==> src/ctstw_pkg.sv <==
`timescale 1ns / 1ps
`default_nettype none

package ctstw_pkg;

  // Preset registers: six of them, 10 bits each, in minutes.
  localparam int unsigned NUM_PRESETS  = 6;
  localparam int unsigned PRESET_SLOTS = 6;
  localparam int unsigned PRESET_W     = 10;
  localparam int unsigned SLOT_W       = 3;
  localparam int unsigned MS_W         = 32;
  localparam int unsigned CFG_ADDR_W   = 5;
  localparam int unsigned CFG_DATA_W   = 32;

  // Widths of the intermediate time values in the formatter.
  localparam int unsigned TSEC_W = 23;  // seconds, at most 4294967
  localparam int unsigned TMIN_W = 17;  // minutes, at most 71582
  localparam int unsigned THRS_W = 11;  // hours, at most 1193

  localparam logic [MS_W-1:0]   MS_PER_SEC = 32'd1000;
  localparam logic [15:0]       MS_PER_MIN = 16'd60000;
  localparam logic [MS_W-1:0]   HOURS_FORMAT_MS = 32'd6000000;
  localparam logic [TMIN_W-1:0] HOURS_FORMAT_MIN = 17'd100;
  localparam logic [THRS_W-1:0] HOURS_MAX = 11'd99;

  // Reciprocal constants for the divisions by 1000 and by 60.
  localparam logic [31:0] RECIP_1000     = 32'd2199023256;  // ceil(2^41 / 1000)
  localparam int unsigned RECIP_1000_SH  = 41;
  localparam logic [23:0] RECIP_60_SEC   = 24'd8947849;     // ceil(2^29 / 60)
  localparam int unsigned RECIP_60_SEC_SH = 29;
  localparam logic [17:0] RECIP_60_MIN   = 18'd139811;      // ceil(2^23 / 60)
  localparam int unsigned RECIP_60_MIN_SH = 23;

  // Item kinds carried on the input tuser.
  localparam logic [1:0] KIND_POLL   = 2'd0;
  localparam logic [1:0] KIND_BUTTON = 2'd1;
  localparam logic [1:0] KIND_ENTER  = 2'd2;

  // Button codes.
  localparam logic [2:0] BTN_BACK    = 3'd0;
  localparam logic [2:0] BTN_LEFT    = 3'd1;
  localparam logic [2:0] BTN_RIGHT   = 3'd2;
  localparam logic [2:0] BTN_UP      = 3'd3;
  localparam logic [2:0] BTN_DOWN    = 3'd4;
  localparam logic [2:0] BTN_CONFIRM = 3'd5;
  localparam logic [2:0] BTN_NONE    = 3'd7;

  // Phase codes as they appear on the result.
  localparam logic [1:0] PHASE_SETUP   = 2'd0;
  localparam logic [1:0] PHASE_RUNNING = 2'd1;
  localparam logic [1:0] PHASE_PAUSED  = 2'd2;
  localparam logic [1:0] PHASE_DONE    = 2'd3;

  localparam logic [SLOT_W-1:0] DEFAULT_SLOT = 3'd3;

  typedef logic [PRESET_W-1:0] preset_arr_t [NUM_PRESETS];

  localparam preset_arr_t PRESET_RESET = '{10'd5, 10'd10, 10'd15, 10'd25, 10'd45, 10'd60};

  // Result of the state update, before formatting.
  typedef struct packed {
    logic [1:0]        phase;
    logic              mode;
    logic [SLOT_W-1:0] slot;
    logic [MS_W-1:0]   shown;
    logic              done;
    logic              leave;
    logic              redraw;
  } res_t;

  // Fully formatted result.
  typedef struct packed {
    logic [1:0]        phase;
    logic              mode;
    logic [SLOT_W-1:0] slot;
    logic [MS_W-1:0]   shown;
    logic [6:0]        clock_high;
    logic [5:0]        clock_low;
    logic              is_hours;
    logic              done;
    logic              leave;
    logic              redraw;
  } out_t;

endpackage

`default_nettype wire

==> src/ctstw_cfg.sv <==
`timescale 1ns / 1ps
`default_nettype none

module ctstw_cfg
  import ctstw_pkg::*;
(
  input  logic                  clk,
  input  logic                  rst,
  input  logic                  psel,
  input  logic                  penable,
  input  logic                  pwrite,
  input  logic [CFG_ADDR_W-1:0] paddr,
  input  logic [CFG_DATA_W-1:0] pwdata,
  output logic [CFG_DATA_W-1:0] prdata,
  output logic                  pready,
  output preset_arr_t           preset
);

  logic [2:0] reg_idx;
  logic       idx_ok;
  logic       wr_en;

  assign reg_idx = paddr[4:2];
  assign idx_ok  = (32'(reg_idx) < NUM_PRESETS);
  assign wr_en   = psel && penable && pwrite && idx_ok;
  assign pready  = 1'b1;

  // Preset registers, written on the access cycle of a write transfer.
  always_ff @(posedge clk) begin
    if (rst) begin
      preset <= PRESET_RESET;
    end else if (wr_en) begin
      preset[reg_idx] <= pwdata[PRESET_W-1:0];
    end
  end

  // Read data; addresses beyond the register list read as zero.
  always_comb begin
    prdata = '0;
    if (idx_ok) begin
      prdata = CFG_DATA_W'(preset[reg_idx]);
    end
  end

endmodule

`default_nettype wire

==> src/ctstw_state.sv <==
`timescale 1ns / 1ps
`default_nettype none

module ctstw_state
  import ctstw_pkg::*;
#(
  parameter int unsigned SLOT_COUNT = PRESET_SLOTS
)
(
  input  logic              clk,
  input  logic              rst,
  input  logic              in_valid,
  output logic              in_ready,
  input  logic [1:0]        kind,
  input  logic [2:0]        button,
  input  logic [MS_W-1:0]   now_ms,
  input  preset_arr_t       preset,
  output logic              res_valid,
  input  logic              res_ready,
  output res_t              res
);

  typedef enum logic [3:0] {
    PH_SETUP   = 4'b0001,
    PH_RUNNING = 4'b0010,
    PH_PAUSED  = 4'b0100,
    PH_DONE    = 4'b1000
  } phase_t;

  localparam logic [MS_W-1:0] RESET_REMAINING =
    MS_W'(PRESET_RESET[DEFAULT_SLOT]) * MS_W'(MS_PER_MIN);

  // Countdown length of a slot; slots outside the selectable range fall back to slot 0.
  function automatic logic [MS_W-1:0] slot_dur(input preset_arr_t p, input logic [SLOT_W-1:0] s);
    logic [SLOT_W-1:0] idx;
    idx = s;
    if ((32'(s) >= SLOT_COUNT) || (32'(s) >= NUM_PRESETS)) begin
      idx = '0;
    end
    return MS_W'(p[idx]) * MS_W'(MS_PER_MIN);
  endfunction

  function automatic logic [1:0] phase_code(input phase_t p);
    logic [1:0] c;
    unique case (p)
      PH_SETUP:   c = PHASE_SETUP;
      PH_RUNNING: c = PHASE_RUNNING;
      PH_PAUSED:  c = PHASE_PAUSED;
      PH_DONE:    c = PHASE_DONE;
      default:    c = PHASE_SETUP;
    endcase
    return c;
  endfunction

  phase_t            phase_reg, phase_next;
  logic              mode_reg, mode_next;
  logic [SLOT_W-1:0] slot_reg, slot_next;
  logic [MS_W-1:0]   remaining_ms, rem_next;
  logic [MS_W-1:0]   elapsed_ms, ela_next;
  logic [MS_W-1:0]   completion_ms, comp_next;
  logic [MS_W-1:0]   last_tick_ms, last_next;

  logic              accept;
  logic [2:0]        btn;
  logic [MS_W-1:0]   delta;
  logic              adv_fin;
  logic [MS_W-1:0]   adv_rem;
  logic [MS_W-1:0]   adv_ela;
  logic [MS_W-1:0]   dur_cur;
  logic [SLOT_W-1:0] slot_step;
  logic [MS_W-1:0]   dur_step;
  logic              redraw, leave, done;
  logic [MS_W-1:0]   shown;

  assign accept   = in_valid && in_ready;
  assign in_ready = !res_valid || res_ready;

  // A poll behaves as the release of no button.
  assign btn = (kind == KIND_POLL) ? BTN_NONE : button;

  // Time advance of the running phase: wrapped difference to the last tick.
  assign delta   = now_ms - last_tick_ms;
  assign adv_fin = !mode_reg && (delta != '0) && (delta >= remaining_ms);
  assign adv_rem = mode_reg ? remaining_ms : (remaining_ms - delta);
  assign adv_ela = elapsed_ms + delta;
  assign dur_cur = slot_dur(preset, slot_reg);

  // Clamped preset stepping.
  always_comb begin
    slot_step = slot_reg;
    if (btn == BTN_UP) begin
      if ((32'(slot_reg) + 32'd1) < SLOT_COUNT) begin
        slot_step = slot_reg + 1'b1;
      end
    end else if (slot_reg != '0) begin
      slot_step = slot_reg - 1'b1;
    end
  end

  assign dur_step = slot_dur(preset, slot_step);

  // Next state for one item.
  always_comb begin
    phase_next = phase_reg;
    mode_next  = mode_reg;
    slot_next  = slot_reg;
    rem_next   = remaining_ms;
    ela_next   = elapsed_ms;
    comp_next  = completion_ms;
    last_next  = last_tick_ms;
    redraw     = 1'b0;
    leave      = 1'b0;
    done       = 1'b0;

    if (kind == KIND_ENTER) begin
      mode_next  = 1'b0;
      phase_next = PH_SETUP;
      slot_next  = DEFAULT_SLOT;
      rem_next   = slot_dur(preset, DEFAULT_SLOT);
      ela_next   = '0;
      comp_next  = '0;
      last_next  = '0;
      redraw     = 1'b1;
    end else if ((kind == KIND_POLL) || (kind == KIND_BUTTON)) begin
      if (btn == BTN_BACK) begin
        if ((phase_reg == PH_SETUP) || (phase_reg == PH_DONE)) begin
          leave = 1'b1;
        end else if ((phase_reg == PH_RUNNING) && adv_fin) begin
          rem_next   = '0;
          ela_next   = dur_cur;
          comp_next  = dur_cur;
          last_next  = now_ms;
          phase_next = PH_DONE;
          redraw     = 1'b1;
        end else begin
          // Complete from the current (advanced, when running) times.
          if (phase_reg == PH_RUNNING) begin
            rem_next  = adv_rem;
            ela_next  = adv_ela;
            last_next = now_ms;
            comp_next = mode_reg ? adv_ela : (dur_cur - adv_rem);
          end else begin
            comp_next = mode_reg ? elapsed_ms : (dur_cur - remaining_ms);
          end
          phase_next = PH_DONE;
          redraw     = 1'b1;
        end
      end else if (phase_reg == PH_SETUP) begin
        if ((btn == BTN_LEFT) || (btn == BTN_RIGHT)) begin
          mode_next = (btn == BTN_RIGHT);
          rem_next  = dur_cur;
          redraw    = 1'b1;
        end else if (!mode_reg && ((btn == BTN_UP) || (btn == BTN_DOWN))) begin
          slot_next = slot_step;
          rem_next  = dur_step;
          redraw    = 1'b1;
        end else if (btn == BTN_CONFIRM) begin
          rem_next   = dur_cur;
          ela_next   = '0;
          comp_next  = '0;
          last_next  = now_ms;
          phase_next = PH_RUNNING;
          redraw     = 1'b1;
        end
      end else if (phase_reg == PH_DONE) begin
        if (btn == BTN_CONFIRM) begin
          rem_next   = dur_cur;
          ela_next   = '0;
          comp_next  = '0;
          last_next  = now_ms;
          phase_next = PH_RUNNING;
          redraw     = 1'b1;
        end
      end else if (btn == BTN_CONFIRM) begin
        if (phase_reg == PH_RUNNING) begin
          if (adv_fin) begin
            rem_next   = '0;
            ela_next   = dur_cur;
            comp_next  = dur_cur;
            phase_next = PH_DONE;
            last_next  = now_ms;
          end else begin
            rem_next   = adv_rem;
            ela_next   = adv_ela;
            phase_next = PH_PAUSED;
            last_next  = '0;
          end
        end else begin
          phase_next = PH_RUNNING;
          last_next  = now_ms;
        end
        redraw = 1'b1;
      end else if (btn == BTN_LEFT) begin
        rem_next   = dur_cur;
        ela_next   = '0;
        comp_next  = '0;
        last_next  = '0;
        phase_next = PH_PAUSED;
        redraw     = 1'b1;
      end else if ((phase_reg == PH_RUNNING) && (delta >= MS_PER_SEC)) begin
        // A poll or an idle button advances time once a second has passed.
        if (adv_fin) begin
          rem_next   = '0;
          ela_next   = dur_cur;
          comp_next  = dur_cur;
          phase_next = PH_DONE;
        end else begin
          rem_next = adv_rem;
          ela_next = adv_ela;
        end
        last_next = now_ms;
        redraw    = 1'b1;
      end
      done = (phase_next == PH_DONE) && (phase_reg != PH_DONE);
    end
  end

  // Time on show after this item.
  always_comb begin
    if (phase_next == PH_DONE) begin
      shown = comp_next;
    end else begin
      shown = mode_next ? ela_next : rem_next;
    end
  end

  // Timer state registers.
  always_ff @(posedge clk) begin
    if (rst) begin
      phase_reg     <= PH_SETUP;
      mode_reg      <= 1'b0;
      slot_reg      <= DEFAULT_SLOT;
      remaining_ms  <= RESET_REMAINING;
      elapsed_ms    <= '0;
      completion_ms <= '0;
      last_tick_ms  <= '0;
    end else if (accept) begin
      phase_reg     <= phase_next;
      mode_reg      <= mode_next;
      slot_reg      <= slot_next;
      remaining_ms  <= rem_next;
      elapsed_ms    <= ela_next;
      completion_ms <= comp_next;
      last_tick_ms  <= last_next;
    end
  end

  // Result register towards the formatter.
  always_ff @(posedge clk) begin
    if (rst) begin
      res_valid <= 1'b0;
    end else if (accept) begin
      res_valid <= 1'b1;
    end else if (res_ready) begin
      res_valid <= 1'b0;
    end
  end

  always_ff @(posedge clk) begin
    if (accept) begin
      res.phase  <= phase_code(phase_next);
      res.mode   <= mode_next;
      res.slot   <= slot_next;
      res.shown  <= shown;
      res.done   <= done;
      res.leave  <= leave;
      res.redraw <= redraw;
    end
  end

`ifndef ASSERT_OFF
  // The selected slot always stays within the selectable range.
  a_slot_range: assert property (@(posedge clk) disable iff (rst)
    32'(slot_reg) < SLOT_COUNT)
    else $error("preset slot out of range");

  // An enter event leaves the timer in setup on the default slot with a redraw.
  a_enter: assert property (@(posedge clk) disable iff (rst)
    accept && (kind == KIND_ENTER) |=>
      (phase_reg == PH_SETUP) && (slot_reg == DEFAULT_SLOT) && !mode_reg &&
      res.redraw && (res.phase == PHASE_SETUP))
    else $error("enter event did not reinitialise the timer");

  // Without an accepted item the timer state holds.
  a_hold: assert property (@(posedge clk) disable iff (rst)
    !accept |=> $stable(phase_reg) && $stable(remaining_ms) && $stable(elapsed_ms) &&
      $stable(last_tick_ms))
    else $error("timer state changed without a transfer");
`endif

endmodule

`default_nettype wire

==> src/ctstw_fmt.sv <==
`timescale 1ns / 1ps
`default_nettype none

module ctstw_fmt
  import ctstw_pkg::*;
(
  input  logic clk,
  input  logic rst,
  input  logic res_valid,
  output logic res_ready,
  input  res_t res,
  output logic o_valid,
  input  logic o_ready,
  output out_t o
);

  // Stage 2: seconds. Stage 3: minutes. Stage 4: seconds field and hours.
  // Stage 5: output register with the final mm:ss or hh:mm selection.
  logic v2, v3, v4;
  logic r2, r3, r4, r5;

  res_t              res2, res3, res4;
  logic [TSEC_W-1:0] tsec2, tsec3;
  logic [TMIN_W-1:0] tmin3, tmin4;
  logic [5:0]        sec4;
  logic [THRS_W-1:0] thrs4;

  logic [63:0]           prod_sec;
  logic [46:0]           prod_min;
  logic [34:0]           prod_hrs;
  logic [TSEC_W-1:0]     sec_diff;
  logic [TMIN_W-1:0]     min_diff;
  logic                  is_hours;
  logic [6:0]            hrs_sat;

  // Each stage takes new data when it is empty or its successor takes its data.
  assign r5 = !o_valid || o_ready;
  assign r4 = !v4 || r5;
  assign r3 = !v3 || r4;
  assign r2 = !v2 || r3;
  assign res_ready = r2;

  always_ff @(posedge clk) begin
    if (rst) begin
      v2      <= 1'b0;
      v3      <= 1'b0;
      v4      <= 1'b0;
      o_valid <= 1'b0;
    end else begin
      if (r2) v2 <= res_valid;
      if (r3) v3 <= v2;
      if (r4) v4 <= v3;
      if (r5) o_valid <= v4;
    end
  end

  // Whole seconds by reciprocal multiplication.
  assign prod_sec = 64'(res.shown) * 64'(RECIP_1000);

  always_ff @(posedge clk) begin
    if (r2 && res_valid) begin
      res2  <= res;
      tsec2 <= prod_sec[RECIP_1000_SH +: TSEC_W];
    end
  end

  // Whole minutes.
  assign prod_min = 47'(tsec2) * 47'(RECIP_60_SEC);

  always_ff @(posedge clk) begin
    if (r3 && v2) begin
      res3  <= res2;
      tsec3 <= tsec2;
      tmin3 <= prod_min[RECIP_60_SEC_SH +: TMIN_W];
    end
  end

  // Seconds within the minute, and whole hours.
  assign sec_diff = tsec3 - (TSEC_W'(tmin3) * TSEC_W'(60));
  assign prod_hrs = 35'(tmin3) * 35'(RECIP_60_MIN);

  always_ff @(posedge clk) begin
    if (r4 && v3) begin
      res4  <= res3;
      tmin4 <= tmin3;
      sec4  <= sec_diff[5:0];
      thrs4 <= prod_hrs[RECIP_60_MIN_SH +: THRS_W];
    end
  end

  // Minutes within the hour and the choice of format.
  assign min_diff = tmin4 - (TMIN_W'(thrs4) * TMIN_W'(60));
  assign is_hours = (tmin4 >= HOURS_FORMAT_MIN);
  assign hrs_sat  = (thrs4 > HOURS_MAX) ? HOURS_MAX[6:0] : thrs4[6:0];

  always_ff @(posedge clk) begin
    if (r5 && v4) begin
      o.phase      <= res4.phase;
      o.mode       <= res4.mode;
      o.slot       <= res4.slot;
      o.shown      <= res4.shown;
      o.clock_high <= is_hours ? hrs_sat : tmin4[6:0];
      o.clock_low  <= is_hours ? min_diff[5:0] : sec4;
      o.is_hours   <= is_hours;
      o.done       <= res4.done;
      o.leave      <= res4.leave;
      o.redraw     <= res4.redraw;
    end
  end

`ifndef ASSERT_OFF
  // Clock fields stay within their display ranges.
  a_clock_range: assert property (@(posedge clk) disable iff (rst)
    o_valid |-> (o.clock_low < 6'd60) && (o.clock_high <= 7'd99))
    else $error("clock field out of range");

  // The hours format is chosen exactly from 100 minutes upwards.
  a_hours_fmt: assert property (@(posedge clk) disable iff (rst)
    o_valid |-> (o.is_hours == (o.shown >= HOURS_FORMAT_MS)))
    else $error("clock format does not match the shown time");

  // In mm:ss format the fields give the shown time truncated to whole seconds.
  a_mmss: assert property (@(posedge clk) disable iff (rst)
    o_valid && !o.is_hours |->
      ((32'(o.clock_high) * 32'd60000 + 32'(o.clock_low) * MS_PER_SEC) <= o.shown) &&
      (o.shown < (32'(o.clock_high) * 32'd60000 + 32'(o.clock_low) * MS_PER_SEC +
                  MS_PER_SEC)))
    else $error("mm:ss fields do not match the shown time");
`endif

endmodule

`default_nettype wire

==> src/countdown_stopwatch_timer_core.sv <==
`timescale 1ns / 1ps
`default_nettype none

// Channel   Direction  Transfer carries
// s_axis    in         tuser: kind; tdata: button, now_ms
// m_axis    out        tuser: stopwatch_mode, clock_is_hours; tdata: remaining fields
// apb       in         preset_minutes_0..5 at byte addresses 0, 4, ... 20
//
// One input item is taken every cycle while the result path is not stalled; the timer state updates in the cycle of the
// transfer, so consecutive items see each other's effect without a gap.
// A result becomes valid on m_axis after its input transfer: the transfer edge updates the
// state and registers the result, then each formatter stage registers it in turn
// (divide by 1000, by 60, by 60, selection).
// rst is synchronous and clears the timer to setup, countdown, slot 3 and all presets to
// their defaults. A stalled m_axis fills the pipeline stage by stage before s_tready falls.

module countdown_stopwatch_timer_core
  import ctstw_pkg::*;
#(
  parameter int unsigned SLOT_COUNT = PRESET_SLOTS
)
(
  input  logic                  clk,
  input  logic                  rst,
  // Input stream
  input  logic                  s_tvalid,
  output logic                  s_tready,
  input  logic [39:0]           s_tdata,  // [2:0] button, [34:3] now_ms, [39:35] zero
  input  logic [1:0]            s_tuser,  // [1:0] kind
  // Result stream
  output logic                  m_tvalid,
  input  logic                  m_tready,
  output logic [55:0]           m_tdata,  // [1:0] phase, [4:2] preset_slot, [36:5] shown_ms,
                                          // [43:37] clock_high, [49:44] clock_low,
                                          // [50] just_completed, [51] leave_request,
                                          // [52] redraw, [55:53] zero
  output logic [1:0]            m_tuser,  // [0] stopwatch_mode, [1] clock_is_hours
  // Configuration port
  input  logic                  psel,
  input  logic                  penable,
  input  logic                  pwrite,
  input  logic [CFG_ADDR_W-1:0] paddr,
  input  logic [CFG_DATA_W-1:0] pwdata,
  output logic [CFG_DATA_W-1:0] prdata,
  output logic                  pready
);

  preset_arr_t preset;
  logic        res_valid;
  logic        res_ready;
  res_t        res;
  out_t        o;

  ctstw_cfg u_cfg (
    .clk     (clk),
    .rst     (rst),
    .psel    (psel),
    .penable (penable),
    .pwrite  (pwrite),
    .paddr   (paddr),
    .pwdata  (pwdata),
    .prdata  (prdata),
    .pready  (pready),
    .preset  (preset)
  );

  ctstw_state #(
    .SLOT_COUNT (SLOT_COUNT)
  ) u_state (
    .clk       (clk),
    .rst       (rst),
    .in_valid  (s_tvalid),
    .in_ready  (s_tready),
    .kind      (s_tuser),
    .button    (s_tdata[2:0]),
    .now_ms    (s_tdata[34:3]),
    .preset    (preset),
    .res_valid (res_valid),
    .res_ready (res_ready),
    .res       (res)
  );

  ctstw_fmt u_fmt (
    .clk       (clk),
    .rst       (rst),
    .res_valid (res_valid),
    .res_ready (res_ready),
    .res       (res),
    .o_valid   (m_tvalid),
    .o_ready   (m_tready),
    .o         (o)
  );

  // Pack the result fields, lowest field in the lowest bits.
  assign m_tdata = {3'b000, o.redraw, o.leave, o.done, o.clock_low, o.clock_high,
                    o.shown, o.slot, o.phase};
  assign m_tuser = {o.is_hours, o.mode};

endmodule

`default_nettype wire
==> config.mk <==
export PLATFORM = sky130hd
export DESIGN_NAME = countdown_stopwatch_timer_core
export DESIGN_NICKNAME = d
export VERILOG_FILES = /design/src/ctstw_pkg.sv /design/src/ctstw_cfg.sv /design/src/ctstw_state.sv /design/src/ctstw_fmt.sv /design/src/countdown_stopwatch_timer_core.sv
export SDC_FILE = /design/constraint.sdc
export NUM_CORES = 2
export LEC_CHECK = 0
export ABC_CLOCK_PERIOD_IN_PS = 21500
export BUFFER_PORTS_ARGS = -buffer_cell sky130_fd_sc_hd__buf_4
export CORE_MARGIN = 1
export CORE_UTILIZATION = 65
export DETAILED_ROUTE_END_ITERATION = 6
export GPL_ROUTABILITY_DRIVEN = 1
export PLACE_DENSITY = 0.86
export SKIP_LAST_GASP = 1
export SLEW_MARGIN = 20
export SYNTH_ARGS = -nofsm -noshare
export SYNTH_HDL_FRONTEND = slang
export SYNTH_HIERARCHICAL = 1
export SYNTH_SLANG_ARGS = --single-unit
==> constraint.sdc <==
create_clock -name clk -period 21.5 [get_ports clk]
set_input_delay 5.375 -clock clk [delete_from_list [all_inputs] [get_ports clk]]
set_output_delay 5.375 -clock clk [all_outputs]
set_load 0.1 [all_outputs]
==> results.yml <==
setup_path:
  arrival_ns: 14.41
  start_kind: "primary input"
  crit_fanout: 36
  slowest_delay_ns: 0.65
  cp.required_ns: 21.88
  end_kind: "register"
  crit_top_cell: "fa_1"
  critPathSlowestCell: "a21oi_1"
  worstSetupPathType: "primary input to register"
global_routing:
  busiest_layer: "met2"
  grt_pass1_wl_um: 317000
  grt_max_degree: 76
  met2_usage: 0.671
  grt_remaining_overflow: 0
  use_met1: 0.527
  grt_use_met3: 0.0994
  grt_usage: 0.427
  antenna_found_initial: 9
  grt_pass1_vias: 54300
synthesis:
  synth_top_area_frac: 0.206
  synthTopCellsByArea: "ha_1 21%, fa_1 16%, edfxtp_1 14%"
  synth_top_area_cell: "ha_1"
  synth_area_sq_mm: 0.0623
  syn_area_per_cell_sq_um: 9.24
  synth.most_common_cell: "ha_1"
  syn_inst: 6743
  synth_edf_count: 299
  ys_seq_elements: 500
  synth.distinct_cells: 115
  ys.flop_type: "edfxtp_1"
  yosys_warnings: 6
  ys_top_cells_by_count: "1026 x ha_1, 1015 x inv_1, 494 x fa_1, 403 x nand2_1, 402 x a21oi_1"
  seq_area_frac_synth: 0.209
  ys_async_sr_fraction: 0
sta:
  period_minus_slack_ns: 14.03
  setup_viol: 0
  slew_headroom: 0.142
  period_share: 0.653
  worst_slew_pin_slew_ns: 1.28
  grt_setup_unrepaired: "false"
  fmax_ghz: 0.0713
  finalSetupTns_ns: 0
  fin_skew_ns: 0.0678
  whs_ns: 0.382
  slew_violations: 0
  final-hold-violation-count: 0
cts:
  cts-resized-gates: 0
  cts_hold_buffers: 0
  htree_levels: 2
  clock_latency_ns: 0.72
  cts_setup_buffers: 0
  cts.sinks: 500
  cts_made_buffers: 57
  cts_tree: "yes"
  clk_path_buf_depth: 3
  clk_pin_slew_worst_paths_ns: 0.06
  cts-root-buf: "clkbuf_16"
floorplanning:
  row_count: 113
  initial_core_util: 0.656
  fp.dieH_um: 312
  die_w_um: 312
  core_sq_mm: 0.0950
  die-area_sq_mm: 0.0971
  io_pins: 179
route:
  viasPerCell: 6.69
  drc: 0
  drtIter0Drc: 6482
  wl_per_cell_um: 25.9
  vias: 54000
  drt_wl_total_um: 209000
  dr.pass1.iters: 6
  ant_nets: 0
placement:
  port_buffers: 123
  hpwl_um: 158000
  place_congestion: 1.05
  dpl_cell_area_sq_mm: 0.0645
job:
  cap_violations: 0
cells_and_area:
  top_register: "u_cfg/preset"
  nNetsFinal: 8378
  largest_register_ffs: 60
  reg_top3: "u_cfg/preset x60, u_fmt/o x55"
  filler_cell_count: 7099
  area_delta_synth_final_pct: 6.70
  layout-drive-gt1-share: 0.0650
  design_area_sq_mm: 0.0665
worst_hold_path:
  min_path_type: "register to register"
status:
  status: "completed"
==> cell families after synthesis <==
family                     share of synthesized area
adders and majority gates                      0.365
other                                       0.000181
xor gates and xnor gates                      0.0326
DFF                                            0.209
AOI/OAI and AO/OA                              0.177
muxes                                         0.0287
buffers and inverters                         0.0812
and+or+nand+nor                                0.107
==> per-stage QoR <==
step | util | setup slack [ns] | cells
after floorplan | - | 8.13 | 6766
after global placement | 0.679 | 7.25 | 7978
after detailed placement | 0.679 | 7.17 | 7978
after CTS | 0.700 | 7.84 | 8081
after global routing | 0.700 | 7.01 | 8083
final | 0.700 | 7.47 | 8083
==> worst max-delay path, delay by kind of cell <==
kind            cells  cell delay (ns)
mux                 1             0.14
simple gates        8             1.76
buf+inv             5             1.04
compound gates     11             3.06
fa+ha+maj           6             2.69
xor+xnor            1             0.32
==> per-layer routing <==
layer	vias up	part of all wire	routed length, um
met3	929	0.11	22400
met4	6	0.077	16100
li1	23800	-	-
met1	26000	0.37	78100
met5	-	0.00021	44
met2	3336	0.44	92500
==> final cells by class <==
cell class / count / area [sq um] / share of cell area
Sequential cell: 500 / 13000 / 0.196
Tap cell: 1265 / 1580 / 0.0238
Clock buffer: 73 / 1530 / 0.0230
Inverter: 1016 / 3810 / 0.0574
Clock inverter: 30 / 443 / 0.00666
Multi-Input combinational cell: 4978 / 44500 / 0.669
Antenna cell: 2 / 5.00 / 0.0000753
Timing Repair Buffer: 219 / 1640 / 0.0247
==> layout by cell type (no fill, tap or decap), drive strengths merged, types with 164 or more instances in the layout <==
cell type	n
nor2	333
o21ai	362
fa	494
nand3	164
edfxtp	299
a21oi	410
inv	1021
dfxtp	201
ha	1026
buf	219
nand2	409
==> final timing paths <==
| path | startpoint | to | slack, ns | depth (start not counted) |
|---|---|---|---|---|
| max | s_tuser[1] | u_state/res[27] | 7.47 | 32 |
| min | u_fmt/res3[18] | u_fmt/res4[18] | 0.38 | 0 |
| max reg2reg | u_state/slot_reg[0] | u_state/res[32] | 9.79 | 37 |
| min reg2reg | u_fmt/res3[18] | u_fmt/res4[18] | 0.38 | 0 |
Power is not shown: default switching activity piles up to over one toggle a cycle in this logic, so the estimate is an artifact.
